$ cat config.mk
export PLATFORM = sky130hd
export DESIGN_NAME = k_queues_shared_buffer
export DESIGN_NICKNAME = d
export VERILOG_FILES = /design/src/design/kqsb_pkg.sv /design/src/design/k_queues_shared_buffer.sv
export VERILOG_INCLUDE_DIRS = /design/src /design/src/design
export SDC_FILE = /design/constraint.sdc
export NUM_CORES = 1
export LEC_CHECK = 0
export BUFFER_PORTS_ARGS = -buffer_cell sky130_fd_sc_hd__buf_2
export CAP_MARGIN = 20
export CORE_MARGIN = 2
export CORE_UTILIZATION = 55
export CTS_CLUSTER_SIZE = 8
export DETAILED_ROUTE_END_ITERATION = 8
export GPL_TIMING_DRIVEN = 0
export PLACE_DENSITY = 0.74
export SYNTH_ARGS = -nofsm -noshare
export SYNTH_HDL_FRONTEND = slang
export SYNTH_SLANG_ARGS = --single-unit
$ cat constraint.sdc
create_clock -name clk -period 4.23 [get_ports clk]
set_input_delay 0.846 -clock clk [delete_from_list [all_inputs] [get_ports clk]]
set_output_delay 0.846 -clock clk [all_outputs]
set_load 0.005 [all_outputs]
$ cat src/design/k_queues_shared_buffer_macros.svh
// Assertion macros for the shared-buffer queue block.
// Included by files that carry concurrent checks; no other dependencies.
`ifndef K_QUEUES_SHARED_BUFFER_MACROS_SVH
`define K_QUEUES_SHARED_BUFFER_MACROS_SVH

// Same-cycle implication, disabled during reset.
`define KQSB_ASSERT_SAME(label, clk, rst, ante, cons, msg) \
  label: assert property (@(posedge clk) disable iff (rst) (ante) |-> (cons)) \
    else $error(msg);

// Next-cycle implication, disabled during reset.
`define KQSB_ASSERT_NEXT(label, clk, rst, ante, cons, msg) \
  label: assert property (@(posedge clk) disable iff (rst) (ante) |=> (cons)) \
    else $error(msg);

`endif

$ cat src/design/kqsb_pkg.sv
// Package for the shared-buffer queue block: sizes, link entry type, commands.
// No dependencies.
`timescale 1ns / 1ps

package kqsb_pkg;

  localparam int SLOTS     = 16;
  localparam int QUEUES    = 4;
  localparam int DATA_BITS = 32;

  localparam int SLOT_W  = $clog2(SLOTS);
  localparam int QUEUE_W = (QUEUES > 1) ? $clog2(QUEUES) : 1;

  localparam logic CMD_PUSH = 1'b0;
  localparam logic CMD_POP  = 1'b1;

  typedef struct packed {
    logic              ok;
    logic [SLOT_W-1:0] idx;
  } link_t;

endpackage

$ cat src/design/k_queues_shared_buffer.sv
// Several FIFO queues threaded as linked lists through one shared slot store.
// Result registered on out_valid when the busy state finishes (held off while the output stalls);
// one item at a time: the link memory is read on transfer and written back on finish.
// Reset: synchronous; afterwards a pass over all SLOTS (16) slots rebuilds the free list
// in the link memory, with in_ready low throughout. Depends on kqsb_pkg and the macros.
`timescale 1ns / 1ps
`include "k_queues_shared_buffer_macros.svh"

module k_queues_shared_buffer
  import kqsb_pkg::*;
(
  input  logic        clk,
  input  logic        rst,
  input  logic        in_valid,
  output logic        in_ready,
  input  logic        command,
  input  logic [1:0]  queue_id,
  input  logic [31:0] push_value,
  output logic        out_valid,
  input  logic        out_ready,
  output logic        ok,
  output logic [31:0] pop_value
);

  typedef enum logic [1:0] {
    ST_CLEAR,
    ST_IDLE,
    ST_BUSY
  } state_t;

  state_t state;

  link_t                 link_mem [SLOTS];
  logic [DATA_BITS-1:0]  data_mem [SLOTS];
  link_t                 link_rd;
  logic [DATA_BITS-1:0]  data_rd;

  logic [SLOT_W-1:0]     head    [QUEUES];
  logic [QUEUES-1:0]     head_ok;
  logic [SLOT_W-1:0]     tail    [QUEUES];
  logic [SLOT_W-1:0]     free_head;
  logic                  free_ok;
  logic [SLOT_W-1:0]     clr_idx;

  logic                  cmd_r;
  logic [QUEUE_W-1:0]    q_r;
  logic                  in_range_r;
  logic [DATA_BITS-1:0]  val_r;

  logic                  accept;
  logic                  finish;
  logic [QUEUE_W-1:0]    q_in;
  logic                  in_range;
  logic [SLOT_W-1:0]     rd_addr;
  logic                  push_ok;
  logic                  pop_ok;
  logic                  link_we;
  logic [SLOT_W-1:0]     link_wa;
  link_t                 link_wd;
  logic                  data_we;

  assign in_ready = (state == ST_IDLE);
  assign accept   = in_valid && in_ready;
  assign finish   = (state == ST_BUSY) && (!out_valid || out_ready);
  assign q_in     = QUEUE_W'(queue_id);
  assign in_range = (32'(queue_id) < QUEUES);

  always_comb begin
    rd_addr = '0;
    if (in_range) begin
      rd_addr = (command == CMD_POP) ? head[q_in] : free_head;
    end
  end

  assign push_ok = in_range_r && (cmd_r == CMD_PUSH) && free_ok;
  assign pop_ok  = in_range_r && (cmd_r == CMD_POP) && head_ok[q_r];

  always_comb begin
    link_we = 1'b0;
    link_wa = '0;
    link_wd = '0;
    data_we = 1'b0;
    if (state == ST_CLEAR) begin
      link_we     = 1'b1;
      link_wa     = clr_idx;
      link_wd.ok  = (clr_idx != SLOT_W'(SLOTS - 1));
      link_wd.idx = clr_idx + 1'b1;
    end else if (finish && push_ok) begin
      data_we     = 1'b1;
      link_we     = head_ok[q_r];
      link_wa     = tail[q_r];
      link_wd.ok  = 1'b1;
      link_wd.idx = free_head;
    end else if (finish && pop_ok) begin
      link_we     = 1'b1;
      link_wa     = head[q_r];
      link_wd.ok  = free_ok;
      link_wd.idx = free_head;
    end
  end

  always_ff @(posedge clk) begin
    if (link_we) begin
      link_mem[link_wa] <= link_wd;
    end
    if (accept) begin
      link_rd <= link_mem[rd_addr];
    end
  end

  always_ff @(posedge clk) begin
    if (data_we) begin
      data_mem[free_head] <= val_r;
    end
    if (accept) begin
      data_rd <= data_mem[rd_addr];
    end
  end

  always_ff @(posedge clk) begin
    if (rst) begin
      state     <= ST_CLEAR;
      clr_idx   <= '0;
      head_ok   <= '0;
      free_head <= '0;
      free_ok   <= 1'b1;
      out_valid <= 1'b0;
      ok        <= 1'b0;
      pop_value <= '0;
    end else begin
      if (out_valid && out_ready && !finish) begin
        out_valid <= 1'b0;
      end
      unique case (state)
        ST_CLEAR: begin
          clr_idx <= clr_idx + 1'b1;
          if (clr_idx == SLOT_W'(SLOTS - 1)) begin
            state <= ST_IDLE;
          end
        end
        ST_IDLE: begin
          if (accept) begin
            cmd_r      <= command;
            q_r        <= q_in;
            in_range_r <= in_range;
            val_r      <= push_value[DATA_BITS-1:0];
            state      <= ST_BUSY;
          end
        end
        ST_BUSY: begin
          if (finish) begin
            out_valid <= 1'b1;
            ok        <= push_ok || pop_ok;
            pop_value <= pop_ok ? 32'($signed(data_rd)) : '0;
            if (push_ok) begin
              free_head <= link_rd.idx;
              free_ok   <= link_rd.ok;
              if (!head_ok[q_r]) begin
                head[q_r]    <= free_head;
                head_ok[q_r] <= 1'b1;
              end
              tail[q_r] <= free_head;
            end else if (pop_ok) begin
              if (head[q_r] == tail[q_r]) begin
                head_ok[q_r] <= 1'b0;
              end else begin
                head[q_r] <= link_rd.idx;
              end
              free_head <= head[q_r];
              free_ok   <= 1'b1;
            end
            state <= ST_IDLE;
          end
        end
        default: begin
          state <= ST_IDLE;
        end
      endcase
    end
  end

  `KQSB_ASSERT_NEXT(a_finish_out, clk, rst, finish, out_valid && (state == ST_IDLE), "result lost")
  `KQSB_ASSERT_NEXT(a_push_head, clk, rst, finish && push_ok, head_ok[q_r], "push left queue empty")
  `KQSB_ASSERT_NEXT(a_pop_free, clk, rst, finish && pop_ok, free_ok, "pop lost freed slot")
  `KQSB_ASSERT_SAME(a_fail_zero, clk, rst, out_valid && !ok, pop_value == '0, "failed op with data")

endmodule

### Yosys cells after proc, flatten, opt, wreduce, memory -nomap -nowiden

Memory sizes are Yosys's and may differ from the RTL's. A register that Yosys moved wholly into a read port is not among the register bits.
Cells that the tools add are included.

| word-level totals | value |
|---|---|
| input port bits | 39 |
| logic and storage cells | 111 |
| output and inout bits | 35 |
| register bits | 84 |
| memories | 4 |
| bits in writable memories | 624 |

Memory list:

| name | depth | width | read ports | clocked after memory_dff | wr ports | RTL line | RTL |
|---|---|---|---|---|---|---|---|
| data_mem | 16 | 32 | 1 | 1 | 1 | k_queues_shared_buffer.sv:34 | `logic [DATA_BITS-1:0] data_mem [SLOTS];` |
| link_mem | 16 | 5 | 1 | 1 | 1 | k_queues_shared_buffer.sv:33 | `link_t link_mem [SLOTS];` |
| head | 4 | 4 | 2 | 1 | 1 | k_queues_shared_buffer.sv:38 | `logic [SLOT_W-1:0] head [QUEUES];` |
| tail | 4 | 4 | 1 | 1 | 1 | k_queues_shared_buffer.sv:40 | `logic [SLOT_W-1:0] tail [QUEUES];` |

| operators by class | value |
|---|---|
| magnitude comparators | 2 |
| equality and inequality tests | 9 |
| multiplexer cells | 57 |
| $add $sub $neg | 1 |
| bitwise operators | 6 |
| reduce and logical (&&, ||, !) cells | 21 |

Operators with widths:

| cell | number |
|---|---|
| 2-to-1 mux 4 bit | 11 |
| 2-to-1 mux 1 bit | 34 |
| 2-to-1 mux 32 bit | 1 |
| 2-to-1 mux 5 bit | 3 |
| 2-to-1 mux 2 bit | 5 |
| logical AND 1 bit | 9 |
| AND reduction 3 bit | 3 |
| case mux 2 bit (3 select lines) | 1 |
| AND reduction 5 bit | 1 |
| adder 4 x 1 -> 4 bit, second input constant | 1 |
| bitwise AND 4 bit | 1 |
| == test 4 bit | 1 |
| == test 4 bit, second input constant | 1 |
| != test 2 x 1 -> 1 bit, second input constant | 2 |
| != test 2 bit, second input constant | 2 |
| != test 4 bit, second input constant | 1 |
| inverter 4 bit | 1 |
| OR 4 bit | 1 |
| nonzero test 2 bit | 2 |
| less-than comparator 2 x 3 -> 1 bit, second input constant | 1 |
| binary-select mux 1 bit (select 2 bit) | 1 |
| demux 1 bit (select 2 bit) | 1 |
| == test 2 x 1 -> 1 bit, second input constant | 1 |
| == test 2 bit, second input constant | 1 |
| other kinds (7) | 10 |

### Depth between registers and ports, before layout

| depth | value |
|---|---|
| word-level depth | 10 |
| depth in mapped cells | 9 |
| mapped depth without buffers | 6 |

### Worst setup path before layout

OpenSTA, ideal clock, no wires.

| timing path | value |
|---|---|
| path kind | in2reg |
| from | input port out_ready |
| to | memory data_mem[0][0], enable pin |
| stages on the path | 5 |
| data required time | 3,769 ps |
| arrival | 4,004 ps |
| path slack | -235 ps |
| buffers on the path | 1 |
| setup time | 461 ps |
| cell sequence | nor2b_1 or3_1 clkbuf_1 or3_1 nor3_1 |

| on the way | value |
|---|---|
| word-level cells in the longest chain between the ends | 7 |

RTL lines:

| item | RTL line | RTL |
|---|---|---|
| start: declaration | k_queues_shared_buffer.sv:20 | `input logic out_ready,` |
| logical OR 1 bit | k_queues_shared_buffer.sv:64 | `assign finish = (state == ST_BUSY) && (!out_valid \|\| out_ready);` |
| logical AND 1 bit | k_queues_shared_buffer.sv:64 |  |
| logical AND 1 bit | k_queues_shared_buffer.sv:88 | `end else if (finish && push_ok) begin` |
| 2-to-1 mux 1 bit | k_queues_shared_buffer.sv:88 |  |
| 2-to-1 mux 1 bit | k_queues_shared_buffer.sv:83 | `if (state == ST_CLEAR) begin` |
| 2-to-1 mux 1 bit | k_queues_shared_buffer.sv:112 | `if (data_we) begin` |
| 2-to-1 mux 1 bit (implied by the code) | k_queues_shared_buffer.sv:113 | `data_mem[free_head] <= val_r;` |
| end: declaration | k_queues_shared_buffer.sv:34 |  |

No other way between the ends.

### Worst setup path after layout

| timing path | value |
|---|---|
| from | register free_head[3] |
| to | register data_rd[1], read port of data_mem (data pin) |

| on the way | value |
|---|---|
| word-level cells in the longest chain between the ends | 1 |

RTL lines:

| item | RTL line | RTL |
|---|---|---|
| start: declaration | k_queues_shared_buffer.sv:41 | `logic [SLOT_W-1:0] free_head;` |
| start signal: assignment | k_queues_shared_buffer.sv:156 | `free_head <= link_rd.idx;` |
| start signal: assignment | k_queues_shared_buffer.sv:169 | `free_head <= head[q_r];` |
| 2-to-1 mux 4 bit | k_queues_shared_buffer.sv:71 | `rd_addr = (command == CMD_POP) ? head[q_in] : free_head;` |
| end: declaration | k_queues_shared_buffer.sv:36 | `logic [DATA_BITS-1:0] data_rd;` |

No other way between the ends.
A chain may end at the register's enable or synchronous reset.

==> key figures <==
Outcome
  – Status: finished clean

Critical path
  – CP endpoint kind: flop
  – WS Path Type: reg -> reg
  – CP required: 4.57 ns
  – Startpoint types: flop
  – Crit-path max FO: 10
  – CP arrival: 4.19 ns

Global routing
  – Vias in the first global route: between 15000 and 20000
  – Top Usage Layer GRT: met2
  – Met3 usage: 0.0640
  – Largest net degree at the start of global routing: 31
  – GR Overflow Total: 0
  – GR Layer Usage met2: 0.438
  – Initial antenna violation count: 2
  – First-pass GRT wire length: 108000 um
  – Met1 GRT Util: 0.358
  – GRT Total Usage: 0.274

STA
  – Setup TNS: 0 ns
  – Final hold violations: 0
  – Setup violations, final: 0
  – Fin Hold WS: 0.383 ns
  – Clock Skew: 0.0239 ns
  – Tmin final: around 3.8 ns
  – RSZ-0062 raised after global routing: no
  – Tcrit/Tclk final: 0.909
  – Final slew viol count: 0
  – Fmax: 260 MHz
  – Tightest Pin Transition: 1.13 ns
  – Headroom to the max-slew limit: 0.243

Clocking
  – Num CTS Buffers: 103
  – # H-tree levels: 3
  – Root Driver: clkbuf_16
  – TritonCTS clock tree: yes
  – Setup Buffers After CTS: 0
  – Reg clk slew, reported paths: 0.05 ns
  – Max Root-Sink Buffers: 3
  – Clk_lat worst skew: 0.64 ns
  – Cts hold-fix bufs: 0
  – Post-CTS Resized: 0
  – Clock sinks: 747

Routing
  – Starting DRT DRC Count: 2288
  – Vias per inst: 6.35
  – Routed via count: ~18000
  – Routed Antenna Nets: 0
  – Routed Wire Length: 73200 um
  – DRC viols: 0
  – First-pass DRT Iterations: 6
  – Drt wl/cell: between 20 and 30 um

Cells and area
  – Sequential cell area: 21900 um2
  – Util after Layout: 0.651
  – Share of layout cells above drive strength 1: 0.148
  – Nets@finish: 2112
  – Final Instance Area: 33400 um2
  – Fillers: 3464
  – Multi-input gate area: 6130 um2
  – Area grow syn2layout: 17.1%

Power
  – Final Total Pwr: approximately 0.016 W
  – Max VDD drop: 0.000364 V
  – Pwr/cell area: 487 nW/um2
  – Pleak: 11.1 nW

Logic synthesis
  – Syn_nets: between 1500 and 2000
  – Register bit total from synthesis: 747
  – Top_reg_cell synth: edfxtp_1
  – Most common cell in the netlist: edfxtp_1
  – Synth area leaders: edfxtp_1 (73%), nand2_1 (4.7%), a21oi_1 (4.0%)
  – Asr flop ratio synth: 0
  – Sequential area share after synthesis: 0.769
  – Mapped Area: around 28000 um2
  – Synth top area share: 0.733
  – Post-synth EDFFs: 696
  – Post-synth top cells: edfxtp_1 (696), nand2_1 (353), a21oi_1 (229), mux2i_1 (79)
  – Synth area leader: edfxtp_1
  – Synth warn: 0
  – Netlist cell types: 44
  – Post-Synthesis Cells: 1867
  – Syn_area_per_cell: 15.3 um2

Placement
  – Dpl hpwl: roughly 46000 um
  – Gp weighted congestion: 0.885
  – I/O Buffers: 73
  – Placed Area: 30400 um2

Floorplanning
  – Rows: 83
  – Core ar.: 51300 um2
  – Number of top-level pins: 74
  – Die W: around 230 um
  – Area of the die: 53600 um2
  – Initial Util: 0.555
  – Die Y: between 200 and 250 um

Min path
  – Min-Delay Path Class: in -> reg

Job
  – # Max-Cap Violations: 0
## critical path: stages (launching register included)
cell	delay [ns]
dfxtp_1	0.46
clkbuf_1	0.56
nand2b_1	0.51
nor2_1	0.09
a31oi_2	0.70
clkbuf_1	0.68
a221oi_1	0.14
a21oi_1	0.22
nand2_1	0.16
## per-layer routing
layer	wire, um	vias up
li1	-	7665
met1	27400	8874
met2	34800	1215
met3	7980	232
met4	3050	2
met5	13	-
## through the flow
stage	worst slack (ns)	cells
floorplan	0.0807	1867
global placement	-2.59	2620
detailed placement	0.361	2647
CTS	0.436	2831
global route	0.374	2831
finish	0.385	2832
## power breakdown
group | internal (W) | leakage [nW] | switching (W)
logic | 0.000176 | 2.98 | 0.000442
clock network | 0.00466 | 1.42 | 0.00294
registers | 0.00803 | 6.67 | 0.00000783
## layout make-up
type / count / area share
timing repair buffer: 100 / 0.0269
clock buffer: 181 / 0.0886
antenna: 1 / 0.0000750
buffer: 120 / 0.0171
multi-input combinational: 997 / 0.184
sequential: 747 / 0.657
inverter: 3 / 0.000337
tap: 680 / 0.0255
clock inverter: 3 / 0.00101
## path summary, 6_finish.rpt
| kind | from | endpoint | slack [ns] | depth (start not counted) |
|---|---|---|---|---|
| worst min register to register | data_rd[11] | pop_value[11] | 0.46 | 1 |
| worst min-delay path | push_value[29] | val_r[29] | 0.38 | 1 |
| worst max register to register | free_head[3] | data_rd[1] | 0.39 | 8 |
| worst max-delay path | free_head[3] | data_rd[1] | 0.39 | 8 |
## cells in the final DEF, fill, tap and decap left out, drive strengths merged, types with 2 or more instances in the layout
| cell type | synthesis | final |
|---|---|---|
| nand2 | 353 | 353 |
| a211oi | 4 | 4 |
| o21ai | 6 | 6 |
| mux2 | 6 | 6 |
| o21bai | 3 | 3 |
| nand2b | 13 | 13 |
| a22o | 33 | 33 |
| a31oi | 3 | 3 |
| edfxtp | 696 | 696 |
| dfxtp | 51 | 51 |
| clkbuf | 47 | 228 |
| a32oi | 74 | 74 |
| a222oi | 3 | 3 |
| inv | 3 | 5 |
| nor2 | 54 | 54 |
| nor3 | 13 | 13 |
| mux4 | 13 | 13 |
| a221oi | 74 | 74 |
| nor2b | 6 | 6 |
| a21o | 2 | 2 |
| a21oi | 230 | 230 |
| or3 | 3 | 3 |
| or2 | 3 | 3 |
| nand3 | 4 | 4 |
| xor2 | 2 | 2 |
| mux2i | 80 | 80 |
| buf | 73 | 173 |
| xnor2 | 7 | 7 |
## logic make-up (layout without fill, tap and decap cells)
kind of cell	count (synthesis)	after routing	share of synthesized area
fa+ha+maj	1	1	0.000439
xor+xnor	9	9	0.00277
simple gates	453	453	0.0633
compound gates	435	435	0.103
mux	99	99	0.0412
other cells	0	1	0
buf+inv	123	407	0.0204
flops	747	747	0.769
## state kept, by name, indices dropped and copies added (netlist names), named ones only
name	flops
link_rd	5
clr_idx	4
free_head	4
ok	1
val_r	32
out_valid	1
state	2
data_rd	32
tail	16
data_mem	512
pop_value	32
cmd_r	1
head	16
link_mem	80
q_r	2
free_ok	1
Note: power is estimated with default switching activity, not from simulation.
